<file path="config.mk">
export PLATFORM = sky130hd
export DESIGN_NAME = two_tier_key_slot_cache_top
export DESIGN_NICKNAME = d
export VERILOG_FILES = /design/src/rtl/tksc_pkg.sv /design/src/rtl/two_tier_key_slot_cache_top.sv /design/src/rtl/tksc_tier.sv
export SDC_FILE = /design/constraint.sdc
export NUM_CORES = 1
export LEC_CHECK = 0
export BUFFER_PORTS_ARGS = -buffer_cell sky130_fd_sc_hd__buf_2
export CAP_MARGIN = 20
export CORE_MARGIN = 2
export CORE_UTILIZATION = 30
export DETAILED_ROUTE_END_ITERATION = 6
export PLACE_DENSITY = 0.55
export SYNTH_ARGS = -nofsm -noshare
export SYNTH_HDL_FRONTEND = slang
export SYNTH_SLANG_ARGS = --single-unit
</file>
<file path="constraint.sdc">
create_clock -name clk -period 6.15 [get_ports clk]
set_input_delay 0 -clock clk [delete_from_list [all_inputs] [get_ports clk]]
set_output_delay 0 -clock clk [all_outputs]
set_load 0.02 [all_outputs]
</file>
<file path="src/rtl/tksc_pkg.sv">
package tksc_pkg;

  localparam int SmallSlotsDef = 8;
  localparam int BigSlotsDef   = 2;

  localparam int IdW  = 16;
  localparam int LenW = 13;

  // Request kinds
  localparam logic [2:0] KIND_INSERT = 3'd0;
  localparam logic [2:0] KIND_LOOKUP = 3'd1;
  localparam logic [2:0] KIND_EVICT  = 3'd2;
  localparam logic [2:0] KIND_COMMIT = 3'd3;
  localparam logic [2:0] KIND_CLAIM  = 3'd4;

  // Result status codes
  localparam logic [1:0] ST_OK       = 2'd0;
  localparam logic [1:0] ST_BADARGS  = 2'd1;
  localparam logic [1:0] ST_NOSPACE  = 2'd2;
  localparam logic [1:0] ST_NOTFOUND = 2'd3;

  // Register indexes
  localparam logic REG_SMALL_LIMIT = 1'b0;
  localparam logic REG_BIG_LIMIT   = 1'b1;

  localparam logic [LenW-1:0] SmallLimitRst = 13'd256;
  localparam logic [LenW-1:0] BigLimitRst   = 13'd1024;

  // One slot entry as held in a tier memory
  typedef struct packed {
    logic [IdW-1:0]  id;
    logic [LenW-1:0] len;
    logic            com;
  } slot_t;

endpackage

</file>
<file path="src/rtl/two_tier_key_slot_cache_top.sv">
// One request at a time: the next word is accepted the cycle after the previous
// result has moved to the output register. Each request is worked by scan passes
// over the slot memories, one entry read per cycle.
// Reset: synchronous, active low; all slots read as erased, limits 256 and 1024.
module two_tier_key_slot_cache_top
  import tksc_pkg::*;
#(
  parameter int SMALL_SLOTS = SmallSlotsDef,
  parameter int BIG_SLOTS   = BigSlotsDef
) (
  input  logic        clk,
  input  logic        rst_n,
  input  logic        in_tvalid,
  output logic        in_tready,
  // key_id[15:0], key_len[28:16], in_nvm[29]
  input  logic [31:0] in_tdata,
  // kind[2:0]
  input  logic [2:0]  in_tuser,
  output logic        out_tvalid,
  input  logic        out_tready,
  // status[1:0], in_big_cache[2], slot_index[5:3], stored_len[18:6], slot_committed[19]
  output logic [23:0] out_tdata,
  input  logic        cfg_psel,
  input  logic        cfg_penable,
  input  logic        cfg_pwrite,
  input  logic [2:0]  cfg_paddr,
  input  logic [31:0] cfg_pwdata,
  output logic [31:0] cfg_prdata,
  output logic        cfg_pready
);

  localparam int SAW = (SMALL_SLOTS > 1) ? $clog2(SMALL_SLOTS) : 1;
  localparam int BAW = (BIG_SLOTS > 1) ? $clog2(BIG_SLOTS) : 1;
  localparam int CW  = ((SMALL_SLOTS > BIG_SLOTS) ? $clog2(SMALL_SLOTS + 1)
                                                  : $clog2(BIG_SLOTS + 1));

  typedef enum logic [2:0] {
    S_IDLE, S_DUP, S_FREE, S_COM, S_FIND, S_DONE
  } state_t;

  state_t          state_r;
  logic [2:0]      kind_r;
  logic [IdW-1:0]  id_r;
  logic [LenW-1:0] len_r;
  logic            nvm_r, big_r;
  logic [CW-1:0]   cnt_r;      // address issued
  logic            rv_r;       // read data valid for address cnt_r-1
  logic [LenW-1:0] small_lim_r, big_lim_r;
  logic            ov_r;
  logic [19:0]     ores_r;
  logic [19:0]     out_r;

  // Memory ports
  logic [SAW-1:0] s_ra, s_wa;
  logic [BAW-1:0] b_ra, b_wa;
  slot_t          s_rd, b_rd, wdat;
  logic           s_we, b_we;

  tksc_tier #(.Slots(SMALL_SLOTS)) u_small (
    .clk, .rst_n, .rd_addr(s_ra), .rd_data(s_rd),
    .wr_en(s_we), .wr_addr(s_wa), .wr_data(wdat));
  tksc_tier #(.Slots(BIG_SLOTS)) u_big (
    .clk, .rst_n, .rd_addr(b_ra), .rd_data(b_rd),
    .wr_en(b_we), .wr_addr(b_wa), .wr_data(wdat));

  // Configuration port
  assign cfg_pready = 1'b1;
  logic cfg_wr;
  assign cfg_wr = cfg_psel && cfg_penable && cfg_pwrite;
  always_comb begin
    cfg_prdata = '0;
    if (cfg_paddr == {REG_SMALL_LIMIT, 2'b00}) cfg_prdata[LenW-1:0] = small_lim_r;
    else if (cfg_paddr == {REG_BIG_LIMIT, 2'b00}) cfg_prdata[LenW-1:0] = big_lim_r;
  end

  // Scan addresses follow the counter; the tier being scanned depends on state
  logic scan_big;
  logic last_rd;
  logic [CW-1:0] n_cur;
  slot_t cur;
  logic [CW-1:0] idx;
  always_comb begin
    scan_big = (state_r == S_DUP) ? !big_r : big_r;
    n_cur    = scan_big ? CW'(BIG_SLOTS) : CW'(SMALL_SLOTS);
    cur      = scan_big ? b_rd : s_rd;
    idx      = cnt_r - CW'(1);
    last_rd  = rv_r && (idx == n_cur - CW'(1));
    s_ra     = cnt_r[SAW-1:0];
    b_ra     = cnt_r[BAW-1:0];
  end

  // Match conditions on the entry returned this cycle
  logic hit_free, hit_com, hit_id;
  assign hit_id   = (cur.id == id_r);
  assign hit_free = (cur.id[7:0] == 8'd0) || (kind_r == KIND_INSERT && hit_id);
  assign hit_com  = cur.com;

  // Write port and result
  logic [1:0] res_st;
  slot_t      res_e;
  logic       do_wr, wr_big, fin;
  always_comb begin
    do_wr  = 1'b0;
    wr_big = scan_big;
    wdat   = cur;
    res_st = ST_OK;
    res_e  = cur;
    fin    = 1'b0;
    unique case (state_r)
      S_DUP: begin
        if (rv_r && hit_id) begin
          do_wr   = 1'b1;
          wdat.id = '0;
        end
      end
      S_FREE, S_COM: begin
        if (rv_r && ((state_r == S_FREE) ? hit_free : hit_com)) begin
          do_wr = 1'b1;
          fin   = 1'b1;
          if (kind_r == KIND_INSERT) wdat = '{id: id_r, len: len_r, com: nvm_r};
          else wdat = '0;
          res_e = wdat;
        end else if (state_r == S_COM && last_rd) begin
          fin    = 1'b1;
          res_st = ST_NOSPACE;
        end
      end
      S_FIND: begin
        if (rv_r && hit_id) begin
          fin = 1'b1;
          if (kind_r == KIND_EVICT) begin
            do_wr = 1'b1;
            wdat.id = '0;
          end else if (kind_r == KIND_COMMIT) begin
            do_wr = 1'b1;
            wdat.com = 1'b1;
          end
          res_e = wdat;
        end else if (last_rd && scan_big) begin
          fin    = 1'b1;
          res_st = ST_NOTFOUND;
        end
      end
      default: ;
    endcase
    s_we = do_wr && !wr_big;
    b_we = do_wr && wr_big;
    s_wa = idx[SAW-1:0];
    b_wa = idx[BAW-1:0];
  end

  // A held result sits in its own register, so the next request may start
  assign in_tready  = (state_r == S_IDLE);
  assign out_tvalid = ov_r;
  assign out_tdata  = {4'd0, out_r};

  logic [2:0]      in_kind;
  logic [IdW-1:0]  in_id;
  logic [LenW-1:0] in_len;
  logic            in_nvm;
  assign in_kind = in_tuser;
  assign in_id   = in_tdata[15:0];
  assign in_len  = in_tdata[28:16];
  assign in_nvm  = in_tdata[29];

  // Sequencer and registered result
  always_ff @(posedge clk) begin
    if (!rst_n) begin
      state_r     <= S_IDLE;
      ov_r        <= 1'b0;
      rv_r        <= 1'b0;
      cnt_r       <= '0;
      small_lim_r <= SmallLimitRst;
      big_lim_r   <= BigLimitRst;
    end else begin
      if (cfg_wr && cfg_paddr[2] == REG_SMALL_LIMIT && cfg_paddr[1:0] == 2'd0)
        small_lim_r <= cfg_pwdata[LenW-1:0];
      if (cfg_wr && cfg_paddr[2] == REG_BIG_LIMIT && cfg_paddr[1:0] == 2'd0)
        big_lim_r <= cfg_pwdata[LenW-1:0];
      if (ov_r && out_tready) ov_r <= 1'b0;
      // Advance the scan: one read issued per cycle
      if (cnt_r < n_cur) begin
        cnt_r <= cnt_r + CW'(1);
        rv_r  <= 1'b1;
      end else begin
        rv_r  <= 1'b0;
      end
      unique case (state_r)
        S_IDLE: begin
          cnt_r <= '0;
          rv_r  <= 1'b0;
          if (in_tvalid && in_tready) begin
            kind_r <= in_kind;
            id_r   <= in_id;
            len_r  <= in_len;
            nvm_r  <= in_nvm;
            big_r  <= in_len > small_lim_r;
            ores_r <= {18'd0, ST_BADARGS};
            if (in_kind == KIND_INSERT || in_kind == KIND_CLAIM) begin
              if ((in_len > small_lim_r && in_len > big_lim_r) ||
                  (in_kind == KIND_INSERT && in_id[7:0] == 8'd0))
                state_r <= S_DONE;
              else if (in_kind == KIND_INSERT) state_r <= S_DUP;
              else state_r <= S_FREE;
            end else if (in_kind == KIND_LOOKUP || in_kind == KIND_EVICT ||
                         in_kind == KIND_COMMIT) begin
              big_r   <= 1'b0;
              state_r <= (in_id[7:0] == 8'd0) ? S_DONE : S_FIND;
            end else begin
              state_r <= S_DONE;
            end
          end
        end
        S_DUP: begin
          // Stop at the first duplicate; only one is erased
          if ((rv_r && hit_id) || last_rd) begin
            state_r <= S_FREE;
            cnt_r   <= '0;
            rv_r    <= 1'b0;
          end
        end
        S_FREE, S_COM, S_FIND: begin
          if (fin) begin
            state_r <= S_DONE;
            if (res_st == ST_OK)
              ores_r <= {res_e.com, res_e.len, 3'(idx), scan_big, ST_OK};
            else
              ores_r <= {18'd0, res_st};
          end else if (last_rd) begin
            // Next pass: committed search, or the big tier for a find
            if (state_r == S_FREE) state_r <= S_COM;
            else big_r <= 1'b1;
            cnt_r <= '0;
            rv_r  <= 1'b0;
          end
        end
        S_DONE: begin
          // Wait until the output register is free or being emptied
          if (!ov_r || out_tready) begin
            ov_r    <= 1'b1;
            out_r   <= ores_r;
            state_r <= S_IDLE;
          end
        end
        default: state_r <= S_IDLE;
      endcase
    end
  end

  // A stalled result word stays valid and unchanged
  assert property (@(posedge clk) disable iff (!rst_n)
    (ov_r && !out_tready) |=> (ov_r && $stable(out_r)))
    else $error("result word changed while stalled");
  // The memories are written only while a request is being worked on
  assert property (@(posedge clk) disable iff (!rst_n)
    (s_we || b_we) |-> (state_r != S_IDLE && state_r != S_DONE))
    else $error("slot write outside a request");
  // Every failure result carries zero slot fields
  assert property (@(posedge clk) disable iff (!rst_n)
    (ov_r && out_r[1:0] != ST_OK) |-> (out_r[19:2] == 18'd0))
    else $error("failure result with slot data");

endmodule

</file>
<file path="src/rtl/tksc_tier.sv">
// One tier of slots: a synchronous memory with one read and one write port,
// plus a valid bit per entry so that an entry never written reads as zero.
module tksc_tier
  import tksc_pkg::*;
#(
  parameter int Slots = SmallSlotsDef,
  localparam int AW = (Slots > 1) ? $clog2(Slots) : 1
) (
  input  logic          clk,
  input  logic          rst_n,
  input  logic [AW-1:0] rd_addr,
  output slot_t         rd_data,
  input  logic          wr_en,
  input  logic [AW-1:0] wr_addr,
  input  slot_t         wr_data
);

  slot_t             mem [Slots];
  slot_t             q_r;
  logic              qv_r;
  logic [Slots-1:0]  vld_r;

  // Memory array, registered read
  always_ff @(posedge clk) begin
    if (wr_en) begin
      mem[wr_addr] <= wr_data;
    end
    q_r <= mem[rd_addr];
  end

  // Valid bits, cleared by reset
  always_ff @(posedge clk) begin
    if (!rst_n) begin
      vld_r <= '0;
      qv_r  <= 1'b0;
    end else begin
      qv_r <= vld_r[rd_addr];
      if (wr_en) begin
        vld_r[wr_addr] <= 1'b1;
      end
    end
  end

  assign rd_data = qv_r ? q_r : '0;

endmodule

</file>
; ---- Word-level counts from Yosys, hierarchy flattened
; Memory sizes are Yosys's and may differ from the RTL's. A register that Yosys moved wholly into a read port is not among the register bits.
; Index checks and enable logic that the tools add are counted.
[op_classes]
add_sub_neg = 3
mul = 0
div = 0
n_lt_le_gt_ge = 9
eq_ne = 23
shifts = 0
muxes = 85
bitwise = 3
n_reduce_logical = 46
[ops]
columns = operator, n
row1 = 30-bit two-way mux, 5
row2 = 20-bit two-way mux, 3
row3 = 16-bit two-way mux, 3
row4 = 16-bit one-hot mux with 3 select lines, 1
row5 = 20-bit one-hot mux with 2 select lines, 1
row6 = 1-bit two-way mux, 39
row7 = 13-bit two-way mux, 3
row8 = 14-bit one-hot mux with 2 select lines, 1
row9 = 13-bit greater-than comparator, 2
row10 = 3-bit two-way mux, 8
row11 = 1-bit logical AND, 20
row12 = 4-bit two-way mux, 5
row13 = "3-bit by 2-bit == test with 1-bit output, second input constant", 6
row14 = 16-bit == test, 1
row15 = 8-bit zero test, 2
row16 = "3-bit == test, second input constant", 4
row17 = 3-bit zero test, 4
row18 = 3-bit one-hot mux with 4 select lines, 1
row19 = 4-bit one-hot mux with 3 select lines, 1
row20 = 2-bit two-way mux, 5
row21 = "2-bit != test, second input constant", 5
row22 = "3-bit by 4-bit less-than comparator with 1-bit output, second input constant", 2
row23 = 8-bit bitwise OR, 1
row24 = "4-bit by 1-bit subtractor with 4-bit output, second input constant", 2
row25 = 27 further kinds, 44
[totals]
register_bits = 121
latchBits = 0
mem_bits_rw = 300
mem_bits_ro = 0
input_bits = 77
output_inout_bits = 59
wordCells = 188
n_memories = 2
[memory_table]
columns = name, words, word_bits, rd, rd_ports_with_merged_regs, write_ports, line_no
row1 = u_small.mem, 8, 30, 1, 1, 1, tksc_tier.sv:18  ; slot_t mem [Slots];
row2 = u_big.mem, 2, 30, 1, 1, 1, tksc_tier.sv:18

; ---- Logic depth before layout (Yosys ltp)
; Gate-level depths: netlist of run 1.
[depth]
word_depth = 14
depth_mapped = 13
depth_no_buf = 10

; ---- Modules after synthesis
; Synthesis of run 1 repeated with hierarchy kept, for this count alone.
[hier_totals]
hier_cells = 1372
hier_area_um2 = 20654.8
[modules_own_cells]
columns = mod, n_inst, cells_each, area_each_um2, seq_area_each_um2
row1 = tksc_tier (u_small), 1, 449, 10408.7, 7987.7
row2 = two_tier_key_slot_cache_top, 1, 758, 7169.4, 2922.8
row3 = tksc_tier (u_big), 1, 165, 3076.7, 2462.4

; ---- Least setup slack after synthesis of run 1
; OpenSTA, ideal clock, no wires.
[synth_timing]
path_type = reg-to-reg
start = reg state_r[0]
end = mem u_small.mem[0][0] (netlist bit), enable pin
setup_ns = 0.493
arrival_ns = 5.175
required_ns = 5.657
slack_ns = 0.483
stages_incl_launch_ff = 11
n_path_buf = 1
synth_period_minus_slack_ns = 5.667
path_cell_list = dfxtp_1 -> nor3b_2 -> xnor2_2 -> inv_2 -> or4_4 -> a22oi_4 -> nand4_4 -> o21ai_2 -> buf_4 -> a21oi_2 -> nor4_1
[synth_between]
elab_chain_cells = 13
word_cells_on_any_way = 22
classes_between = eq/ne: 5 / mux: 9 / reduce/logical: 8
[synth_rtl]
columns = item, line_no
row1 = start: declaration, two_tier_key_slot_cache_top.sv:41  ; state_t state_r;
row2 = start signal: assignment, two_tier_key_slot_cache_top.sv:208  ; state_r <= (in_id[7:0] == 8'd0) ? S_DONE : S_FIND;
row3 = 3-bit by 1-bit == test with 1-bit output, "two_tier_key_slot_cache_top.sv:83, two_tier_key_slot_cache_top.sv:109"
row4 = 1-bit two-way mux, two_tier_key_slot_cache_top.sv:83  ; scan_big = (state_r == S_DUP) ? !big_r : big_r;
row5 = 30-bit two-way mux, two_tier_key_slot_cache_top.sv:85  ; cur = scan_big ? b_rd : s_rd;
row6 = 16-bit == test, two_tier_key_slot_cache_top.sv:94  ; assign hit_id = (cur.id == id_r);
row7 = 1-bit logical AND, two_tier_key_slot_cache_top.sv:95  ; assign hit_free = (cur.id[7:0] == 8'd0) || (kind_r == KIND_INSERT && hit_id);
row8 = 1-bit logical OR, two_tier_key_slot_cache_top.sv:95
row9 = 1-bit two-way mux, two_tier_key_slot_cache_top.sv:117  ; if (rv_r && ((state_r == S_FREE) ? hit_free : hit_com)) begin
row10 = 1-bit logical AND, two_tier_key_slot_cache_top.sv:117
row11 = 1-bit two-way mux, two_tier_key_slot_cache_top.sv:117
row12 = 1-bit one-hot mux with 3 select lines, two_tier_key_slot_cache_top.sv:109  ; unique case (state_r)
row13 = 1-bit logical AND *, two_tier_key_slot_cache_top.sv:146  ; s_we = do_wr && !wr_big;
row14 = 1-bit two-way mux *, tksc_tier.sv:25  ; if (wr_en) begin
row15 = 1-bit two-way mux (implied by the code) *, tksc_tier.sv:26  ; mem[wr_addr] <= wr_data;
row16 = end: declaration, tksc_tier.sv:18
; Mark *: on every way between the ends. The rest lies on a longest branch, timed or not.

; ---- Final worst setup path of run 1
[layout_timing]
start = reg cnt_r[0]
end = reg ores_r[13], data pin
[layout_between]
elab_chain_cells = 11
word_cells_on_any_way = 14
classes_between = add/sub: 1 / eq/ne: 1 / mux: 8 / reduce/logical: 4
[layout_rtl]
columns = item, line_no
row1 = start: declaration, two_tier_key_slot_cache_top.sv:46  ; logic [CW-1:0] cnt_r;
row2 = start signal: assignment, two_tier_key_slot_cache_top.sv:183  ; cnt_r <= cnt_r + CW'(1);
row3 = 4-bit by 1-bit subtractor with 4-bit output *, two_tier_key_slot_cache_top.sv:86  ; idx = cnt_r - CW'(1);
row4 = named net idx[0], two_tier_key_slot_cache_top.sv:81  ; logic [CW-1:0] idx;
row5 = 4-bit == test *, two_tier_key_slot_cache_top.sv:87  ; last_rd = rv_r && (idx == n_cur - CW'(1));
row6 = 1-bit logical AND *, two_tier_key_slot_cache_top.sv:87
row7 = 1-bit logical AND (on tied branches), "two_tier_key_slot_cache_top.sv:139, two_tier_key_slot_cache_top.sv:123"
row8 = 2-bit two-way mux (on tied branches), "two_tier_key_slot_cache_top.sv:139, two_tier_key_slot_cache_top.sv:123"
row9 = 2-bit two-way mux (on tied branches), "two_tier_key_slot_cache_top.sv:129, two_tier_key_slot_cache_top.sv:117"
row10 = 2-bit one-hot mux with 2 select lines *, two_tier_key_slot_cache_top.sv:109
row11 = 2-bit zero test *, two_tier_key_slot_cache_top.sv:225  ; if (res_st == ST_OK)
row12 = 20-bit two-way mux *, two_tier_key_slot_cache_top.sv:225
row13 = 20-bit two-way mux *, two_tier_key_slot_cache_top.sv:223  ; if (fin) begin
row14 = 20-bit one-hot mux with 2 select lines *, two_tier_key_slot_cache_top.sv:188  ; unique case (state_r)
row15 = end signal: assignment, two_tier_key_slot_cache_top.sv:198  ; ores_r <= {18'd0, ST_BADARGS};
row16 = end signal: assignment, two_tier_key_slot_cache_top.sv:226  ; ores_r <= {res_e.com, res_e.len, 3'(idx), scan_big, ST_OK};
row17 = end signal: assignment, two_tier_key_slot_cache_top.sv:228  ; ores_r <= {18'd0, res_st};
row18 = end: declaration, two_tier_key_slot_cache_top.sv:50  ; logic [19:0] ores_r;
; The timed path passes the listed nets; every way through them passes the cells marked *. The select of a mux whose other input is x is not followed.
; A chain may end at the register's enable or synchronous reset.

==> results of run 1 <==
==> state kept, by name, summed over array words and instances (netlist names), 16 cells and up <==
| name | flops |
|---|---|
| u_big.mem | 60 |
| u_big.q_r | 30 |
| u_small.q_r | 30 |
| ores_r | 20 |
| u_small.mem | 240 |
| id_r | 16 |
| out_r | 20 |
==> cell families (layout without fill, tap and decap cells) <==
family	count (synthesis)	in the layout	synth area share [%]
adder cells (fa/ha/maj)	29	29	1.826
AO/OA/AOI/OAI	181	181	6.767
multiplexers	154	154	12.04
AND/OR/NAND/NOR	318	318	8.322
flip-flops	481	481	67.28
other	2	24	0.03778
XOR/XNOR	12	12	0.5665
buffers and inverters	137	306	3.166
==> per-layer routing <==
layer / routed length, um / up-vias / share of wire [%] / global-route usage [%]
met3: 2187 / 83 / 4.8 / 2.110
met5: 0 / - / 0 / 0
li1: - / 5306 / - / -
met4: 1057 / 0 / 2.3 / 3.898
met2: 21580 / 297 / 47 / 21.68
met1: 20840 / 5746 / 46 / 18.28
==> metrics by stage <==
| step | hold slack [ns] | setup WS (ns) | instance area (sq um) | util, % |
|---|---|---|---|---|
| final | 0.06244 | 1.607 | 23530 | 35.85 |
| after global routing | 0.09148 | 1.101 | 23530 | 35.85 |
| after detailed placement | 0.1781 | 1.554 | 21350 | 32.53 |
| after global placement | 0.1767 | 1.588 | 21320 | 32.49 |
| after CTS | 0.01910 | 1.541 | 23500 | 35.80 |
| after floorplan | 0.09887 | 0.4828 | 19960 | - |
==> critical path: stages, from the launching register on <==
cell and delay (ns):
dfxtp_4 0.84, clkinv_1 0.51, ha_1 0.34, xnor2_1 0.52, nand2_1 0.22, mux2i_1 0.29
nand2_1 0.30, o21ai_2 0.90, and3b_1 0.32
==> final cells by class <==
cell class | instances | area [sq um] | area share (%)
clock inverters | 22 | 320.3 | 1.361
inverters | 47 | 176.4 | 0.7498
clock buffers | 68 | 1349 | 5.732
flip-flops and latches | 481 | 13380 | 56.86
repair buffers | 169 | 1179 | 5.009
well taps | 864 | 1081 | 4.594
multi-input cells | 718 | 6046 | 25.69
==> power groups by stage <==
stage / Clock [uW] / Sequential, uW / Combinational [uW]
global placement: 0 / 3810 / 989
CTS: 3160 / 3740 / 1030
floorplan: 0 / 3700 / 793
finish: 3080 / 3730 / 1020
detailed placement: 0 / 3810 / 1000
global route: 3290 / 3750 / 1110
==> final timing paths <==
check               endpoint  slack [ns]  cells after the start
setup reg to reg  ores_r[13]        1.61                      8
hold reg to reg     out_r[4]        0.41                      0
setup / recovery  ores_r[13]        1.61                      8
hold / removal      cnt_r[0]        0.06                      3
==> timing repair <==
| item | 4_1_cts | 5_1_grt |
|---|---|---|
| hold buffers | 48 | 2 |
| endpoints found under the hold margin | 69 | 2 |
| gates resized for setup | 0 | 0 |
==> cells in the final DEF, fill, tap and decap left out, drive strengths merged, types with 29 or more instances in the layout <==
| master | instances |
|---|---|
| buf | 118 |
| clkbuf | 68 |
| dfxtp | 107 |
| dlygate4sd3 | 50 |
| edfxtp | 374 |
| ha | 29 |
| inv | 46 |
| mux2 | 60 |
| mux2i | 32 |
| mux4 | 62 |
| nand2 | 100 |
| nand3 | 44 |
| nor2 | 53 |
| o21ai | 50 |
==> impl_metrics.csv, run 1 <==
group,metric,value,unit
placed_design,dpl.hpwl,27780,um
synth,avgSynthCellArea,15.13,sq um
global_route,grt_remaining_overflow,0,
clocking,cts_buffers,48,
detailed_routing,vias,11430,
sta,hold_violations,0,
worst_setup_path,worstSetupPathType,"reg -> reg",
clocking,cts_setup_buffers,0,
worst_setup_path,cp-startpoint,"cnt_r[0]",
global_route,grt_pass1_wl,68860,um
finish,fillers,6274,
floorplan,rows,94,
worst_setup_path,crit_required,6.47,ns
run,cap_viol_max_count,0,
synth,synth-seq-cells,481,
worst_setup_path,cp.arrival,4.86,ns
finish,nNetsFinal,1571,
synth,synth-main-ff-cell,"edfxtp_1",
floorplan,io_pins,136,
clocking,clock_sinks,481,
clocking,cts_tree,"yes",
clocking,cts-root-buf,"clkbuf_16",
floorplan,die_w,261.4,um
floorplan,start_util,30.29,%
placed_design,gp_congestion,0.8704,
placed_design,dp.cells,2227,
finish,finalNonFillerCells,2369,
floorplan,coreArea,0.06563,sq mm
detailed_routing,drtIter0Drc,956,
clocking,htreeDepth,2,
detailed_routing,antenna_left,0,
worst_setup_path,worstPathMaxFanout,41,
sta,slew_headroom,30.34,%
worst_setup_path,setup.worst_path.start_class,"register",
power,power,7833,uW
floorplan,die_area,0.06833,sq mm
power,sw_frac_of_total,25.19,%
detailed_routing,drt_wl_total,45660,um
sta,setup_viol,0,
clocking,clk_pin_slew,0.06,ns
clocking,cts_buffer_depth,3,
finish,drive_gt1_share,23.52,%
synth,yosysSeqAreaShare,67.28,%
synth,ys_async_sr_fraction,0,%
global_route,antenna_found_initial,1,
worst_setup_path,timing.rr.start,"cnt_r[0]",
detailed_routing,wl_per_cell,19.27,um
sta,post-route-period-util,73.87,%
synth,synth_edf_count,374,
synth,synth_top_cell_area_share,56.50,%
power,p_seq_share,47.6,%
global_route,grt_max_degree,67,
hold_path,hp-start,"rst_n",
placed_design,port_buffers,90,
synth,yosysUniqueCellTypes,79,
synth,yosys.area.top_type,"edfxtp_1",
power,pwr_density_cell,332.9,mW/mm^2
finish,area_growth,18.38,%
synth,syn_inst,1314,
sta,finClkSkew,0.01599,ns
synth,ys_top_cells_by_count,"374 x edfxtp_1, 107 x dfxtp_1, 100 x nand2_1, 62 x mux4_2, 60 x mux2_2",
power,intPower,5859,uW
status,status,"completed",
synth,synthTopCellsByArea,"edfxtp_1 57%, dfxtp_1 11%, mux4_2 7.0%",
worst_setup_path,crit_path_end_kind,"register",
global_route,grt_pass1_vias,11520,
power,p_leak,0.007140,uW
synth,synth_most_common_cell,"edfxtp_1",
sta,drv_slew,0,
sta,tns,0,ns
finish,n_antenna_cell,0,
hold_path,hold_path_class,"in -> reg",
sta,worstMarginPinSlew,1.045,ns
detailed_routing,drt-pass1-iter-count,7,
global_route,grt_usage,13.29,%
synth,yosysWarnings,0,
synth,syn_area,0.01988,sq mm
power,ir_drop,0.1793,mV
sta,min_period,4.543,ns
clocking,clkLatencyLatePin,0.59,ns
power,pwr-share-comb,13.0,%
power,clkPwrFrac,39.4,%
floorplan,fp.dieH,261.4,um
sta,rsz0062_at_grt,"false",
detailed_routing,drc,0,
sta,fmax,220.1,MHz
power,netSwitchingPower,1973,uW
detailed_routing,via_per_inst,4.826,
No activity file was read; power rests on OpenSTA's default activity.
==> run 2: changes to the inputs <==
==> constraint.sdc (replaced) <==
create_clock -name clk -period 4.3 [get_ports clk]
set_input_delay 0 -clock clk [delete_from_list [all_inputs] [get_ports clk]]
set_output_delay 0 -clock clk [all_outputs]
set_load 0.02 [all_outputs]
==> impl_metrics.csv, run 2 (synthesis gave the netlist of run 1 again) <==
group,metric,value,unit
global_route,antenna_found_initial,2,
finish,finalNonFillerCells,2390,
finish,area_growth,20.17,%
finish,nNetsFinal,1589,
finish,fillers,6239,
sta,rsz0062_at_grt,"false",
global_route,grt_pass1_wl,70140,um
global_route,grt_max_degree,105,
detailed_routing,antenna_left,0,
sta,post-route-period-util,90.55,%
finish,final_cell_mix,"374 x edfxtp_1, 104 x dfxtp_1, 100 x nand2_1",
worst_setup_path,crit_required,4.56,ns
placed_design,port_buffers,90,
clocking,cts-root-buf,"clkbuf_16",
clocking,clkLatencyLatePin,0.58,ns
detailed_routing,vias,11520,
worst_setup_path,cp.arrival,4.15,ns
finish,final_common_cell,"edfxtp_1",
detailed_routing,wl_per_cell,19.19,um
clocking,htreeDepth,2,
placed_design,dp.cells,2242,
worst_setup_path,worstPathMaxFanout,30,
floorplan,die_area,0.06833,sq mm
power,ir_drop,0.3203,mV
clocking,clk_pin_slew,0.06,ns
finish,top_register,"u_small.mem",
placed_design,gp_congestion,0.8510,
floorplan,io_pins,136,
sta,finClkSkew,0.009057,ns
status,status,"completed",
global_route,grt_pass1_vias,11760,
worst_setup_path,crit_path_end_kind,"register",
worst_setup_path,setup.worst_path.start_class,"register",
sta,hold_violations,0,
detailed_routing,drtIter0Drc,843,
clocking,cts_buffer_depth,3,
floorplan,start_util,30.29,%
floorplan,fp.dieH,261.4,um
finish,final_area,0.02389,sq mm
sta,drv_slew,0,
sta,slew_headroom,28.81,%
detailed_routing,drt_wl_total,45870,um
clocking,clock_sinks,481,
sta,worstMarginPinSlew,1.068,ns
detailed_routing,via_per_inst,4.819,
placed_design,place_area,0.02162,sq mm
sta,min_period,3.894,ns
global_route,grt_usage,13.40,%
floorplan,coreArea,0.06563,sq mm
clocking,cts_buffers,50,
power,p_leak,0.007296,uW
detailed_routing,drt-pass1-iter-count,5,
finish,post-route-util,36.40,%
hold_path,hold_path_class,"in -> reg",
clocking,cts_tree,"yes",
placed_design,dpl.hpwl,28070,um
finish,largest_reg_flops,240,
worst_setup_path,worstSetupPathType,"reg -> reg",
sta,layout_setup_ws,0.4064,ns
sta,setup_viol,0,
finish,drive_gt1_share,24.85,%
run,cap_viol_max_count,0,
sta,tns,0,ns
power,pwr_density_cell,476.4,mW/mm^2
floorplan,die_w,261.4,um
clocking,cts_setup_buffers,0,
placed_design,dp_slack,0.3852,ns
global_route,grt_remaining_overflow,0,
sta,fmax,256.8,MHz
detailed_routing,drc,0,
finish,largestRegisters,"u_small.mem: 240 flops, u_big.mem: 60 flops",
floorplan,rows,94,
[run 2: changes by cell type in the layout (fill, tap and decap cells not counted), sizes merged]
cell           previous run  this run
clkinv                   14        16
diode                     0         1
clkdlybuf4s18             1         0
buf                     118       135
clkinvlp                  1         4
bufinv                    8         7
[run 2: critical path, stage by stage, from the launching register on]
cell and delay [ns]:
dfxtp_1 0.44, nor3b_2 0.44, xnor2_4 0.17, buf_4 0.36
o21ai_0 0.17, o32ai_2 0.43, nand4_4 0.27, nor4_1 0.38
a41oi_1 0.21, buf_4 0.31, nor2_4 0.10, buf_12 0.26
[run 2: path summary, 6_finish.rpt]
kind | to | cells past startpoint | slack (ns) | startpoint
worst min register to register | out_r[1] | 0 | 0.42 | ores_r[1]
worst min-delay path | cnt_r[0] | 3 | 0.07 | rst_n
worst max-delay path | u_small.mem[2][7] | 11 | 0.41 | state_r[1]
worst max register to register | u_small.mem[2][7] | 11 | 0.41 | state_r[1]
[run 2: layout make-up]
| cell class | count | area [sq um] | share of cell area (%) |
|---|---|---|---|
| antenna | 1 | 2.502 | 0.01048 |
| timing repair buffer | 185 | 1434 | 6.003 |
| clock buffer | 68 | 1423 | 5.956 |
| tap | 864 | 1081 | 4.526 |
| sequential | 481 | 13380 | 56.01 |
| inverter | 47 | 176.4 | 0.7386 |
| clock inverter | 26 | 309.0 | 1.294 |
| multi-input combinational | 718 | 6081 | 25.46 |
[run 2: what timing repair did]
action,CTS,global route
resized for setup,0,0
hold endpoints to repair,64,5
hold buffers,48,2
[run 2: power by group]
part	internal, uW	switching [uW]	leakage (uW)
Clock	2730	1760	0.000841
Sequential	5130	97.5	0.00376
Combinational	630	1020	0.00270
Total	8500	2880	0.00730
[run 2: layer usage]
layer | track usage, % | vias to the layer above | part of all wire [%]
met5 | 0 | - | 0
met4 | 3.725 | 0 | 1.9
met3 | 2.284 | 67 | 5.0
met2 | 21.97 | 303 | 47
met1 | 18.33 | 5788 | 46
li1 | - | 5359 | -
[run 2: through the flow]
stage          hold WS, ns  power [uW]
2_1_floorplan      0.09887        6455
4_1_cts            0.04118       11510
5_1_grt            0.08863       11830
6_report           0.07255       11380
3_3_place_gp        0.1785        6950
3_5_place_dp        0.1781        6959
==> run 3: changes to the inputs <==
--- a/config.mk
+++ b/config.mk
@@ -5,6 +5,7 @@
 export SDC_FILE = /design/constraint.sdc
 export NUM_CORES = 1
 export LEC_CHECK = 0
+export ABC_AREA = 1
 export BUFFER_PORTS_ARGS = -buffer_cell sky130_fd_sc_hd__buf_2
 export CAP_MARGIN = 20
 export CORE_MARGIN = 2
==> impl_metrics.csv, run 3 <==
group,metric,value,unit
status,status,"completed",
floorplan,io_pins,136,
synth,ys_async_sr_fraction,0,%
worst_setup_path,worstPathCellList,"nand3_4, nand2_1, nand2_1, nand2_1, nand2_1, nand2_1, nand2_1, nor2_1, nand2_1, nor2_2, nand3_2, nor3_2, nand2_1, nand3_2, nand2_1, inv_1, nand2_1, nor2_4, buf_12",
placed_design,gp_congestion,0.8531,
synth,ys_top_cells_by_count,"374 x edfxtp_1, 344 x nand2_1, 291 x nor2_1, 171 x o21ai_0, 111 x inv_1",
synth,yosysSeqAreaShare,66.76,%
hold_path,hold_path_class,"in -> reg",
worst_setup_path,timing.rr.start,"state_r[0]",
detailed_routing,antenna_left,0,
sta,post-route-period-util,89.88,%
worst_setup_path,crit_top_cell,"nand2_1",
floorplan,die_area,0.06886,sq mm
finish,final_common_cell,"edfxtp_1",
floorplan,fp.dieH,262.4,um
synth,synth_edf_count,374,
synth,synth_top_cell_area_share,56.06,%
synth,avgSynthCellArea,10.68,sq um
global_route,grt_usage,14.71,%
sta,tns,0,ns
clocking,cts_tree,"yes",
clocking,htreeDepth,2,
worst_setup_path,rr_endpoint,"u_small.mem[1][2]",
synth,synth_most_common_cell,"edfxtp_1",
synth,synth-main-ff-cell,"edfxtp_1",
power,ir_drop,0.3282,mV
worst_setup_path,cp_num_cells,19,
global_route,grt_pass1_wl,80180,um
sta,rsz0062_at_grt,"false",
worst_setup_path,critPathCapture,"u_small.mem[1][2]",
clocking,post_cts_resized,0,
finish,drive_gt1_share,12.66,%
sta,slew_headroom,36.13,%
worst_setup_path,slowest_delay,0.54,ns
finish,top_register,"u_small.mem",
detailed_routing,drc,0,
sta,setup_viol,0,
placed_design,place_area,0.02158,sq mm
finish,nNetsFinal,2137,
worst_setup_path,cp-startpoint,"state_r[0]",
power,p_leak,0.008882,uW
worst_setup_path,worstSetupPathType,"reg -> reg",
placed_design,dpl.hpwl,30390,um
finish,area_growth,19.15,%
clocking,clkLatencyLatePin,0.59,ns
synth,syn_inst,1876,
synth,yosysWarnings,0,
power,pwr_density_cell,585.9,mW/mm^2
worst_setup_path,r2r_slack,0.44,ns
worst_setup_path,ff2ff_path_depth,19,
synth,synthTopCellsByArea,"edfxtp_1 56%, dfxtp_1 11%, nand2_1 6.4%",
synth,synth-seq-cells,481,
floorplan,start_util,30.36,%
worst_setup_path,cp.arrival,4.15,ns
worst_setup_path,crit_slowest_cell,"dfxtp_1",
detailed_routing,drtIter0Drc,985,
sta,layout_setup_ws,0.4352,ns
finish,final_cell_mix,"374 x edfxtp_1, 344 x nand2_1, 286 x nor2_1",
placed_design,port_buffers,90,
sta,worstMarginPinSlew,0.9580,ns
sta,finClkSkew,0.01427,ns
synth,syn_area,0.02003,sq mm
global_route,grt_pass1_vias,14190,
finish,final_area,0.02387,sq mm
detailed_routing,wl_per_cell,17.37,um
global_route,grt_max_degree,167,
clocking,cts-root-buf,"clkbuf_16",
synth,yosysUniqueCellTypes,47,
worst_setup_path,setup.worst_path.start_class,"register",
global_route,grt_remaining_overflow,0,
detailed_routing,drt-pass1-iter-count,5,
finish,post-route-util,36.17,%
detailed_routing,drt_wl_total,50960,um
clocking,clock_sinks,481,
sta,drv_slew,0,
worst_setup_path,worstPathMaxFanout,23,
floorplan,rows,94,
worst_setup_path,crit_path_end_kind,"register",
sta,min_period,3.865,ns
finish,n_antenna_cell,0,
global_route,antenna_found_initial,0,
clocking,cts_buffer_depth,3,
worst_setup_path,path_delay_family,"simple AND/OR/NAND/NOR gates",
synth,yosys.area.top_type,"edfxtp_1",
run,cap_viol_max_count,0,
worst_setup_path,critPathBufInv,2,
finish,largestRegisters,"u_small.mem: 240 flops, u_big.mem: 60 flops",
placed_design,dp_slack,0.4508,ns
floorplan,die_w,262.4,um
clocking,clk_pin_slew,0.06,ns
floorplan,coreArea,0.06598,sq mm
worst_setup_path,crit_required,4.58,ns
sta,holdWs,0.1297,ns
finish,largest_reg_flops,240,
sta,fmax,258.7,MHz
clocking,cts_buffers,47,
sta,hold_violations,0,
detailed_routing,vias,14030,
detailed_routing,via_per_inst,4.780,
## run 3: cell count changes after synthesis, sizes merged, moves of 26 or more
| cell | delta |
|---|---|
| o22ai | +40 |
| mux2 | -60 |
| nor2b | -26 |
| inv | +69 |
| o21ai | +134 |
| mux4 | -62 |
| nand2 | +252 |
| a21oi | +49 |
| nand3 | +35 |
| nor2 | +240 |
| mux2i | -32 |
## run 3: metrics by stage
| stage | total power [uW] | instances |
|---|---|---|
| 2_1_floorplan | 8394 | 1898 |
| 3_3_place_gp | 9641 | 2781 |
| 3_5_place_dp | 9707 | 2781 |
| 4_1_cts | 14120 | 2933 |
| 5_1_grt | 14740 | 2934 |
| 6_report | 13980 | 2934 |
## run 3: worst min-delay path by stage
stage,start,to,slack [ns],depth (start not counted)
6_report,in_tdata[15],id_r[15],0.13,2
4_1_cts,in_tdata[15],id_r[15],0.1,2
3_3_place_gp,in_tdata[15],id_r[15],0.18,1
3_5_place_dp,in_tdata[15],id_r[15],0.18,1
5_1_grt,in_tdata[14],id_r[14],0.14,2
2_1_floorplan,in_tdata[0],id_r[0],0.1,0
## run 3: logic make-up (layout without fill, tap and decap cells)
family                     after synthesis  in the layout  synth area share, %
and+or+nand+nor                        779            779                16.50
DFF                                    481            481                66.76
AOI/OAI and AO/OA                      347            347                9.706
buffers and inverters                  238            410                5.184
adders and majority gates               29             29                1.811
other                                    2             24              0.03749
## run 3: metal layers
layer | global-route usage, % | part of all wire, %
met5 | 0 | 0
met4 | 5.281 | 2.9
met3 | 2.099 | 3.6
met2 | 25.50 | 49
met1 | 18.70 | 44
## run 3: cell type report
class / instances / area, sq um
flip-flops and latches: 481 / 13380
repair buffers: 205 / 1594
inverters: 117 / 441.7
well taps: 864 / 1081
clock inverters: 26 / 354.1
fillers: 6460 / 42110
clock buffers: 62 / 1274
multi-input cells: 1179 / 5746
## run 3: report_power, final
group	leakage [uW]	switching, uW	total (uW)	internal [uW]
registers	0.00432	210	5980	5770
clock network	0.000791	1770	4350	2580
logic	0.00377	2580	3650	1070
total	0.00888	4570	14000	9420
## run 3: what timing repair did
item,in CTS,in global routing
hold endpoints to repair,67,0
setup buffers,0,0
hold buffers,64,0
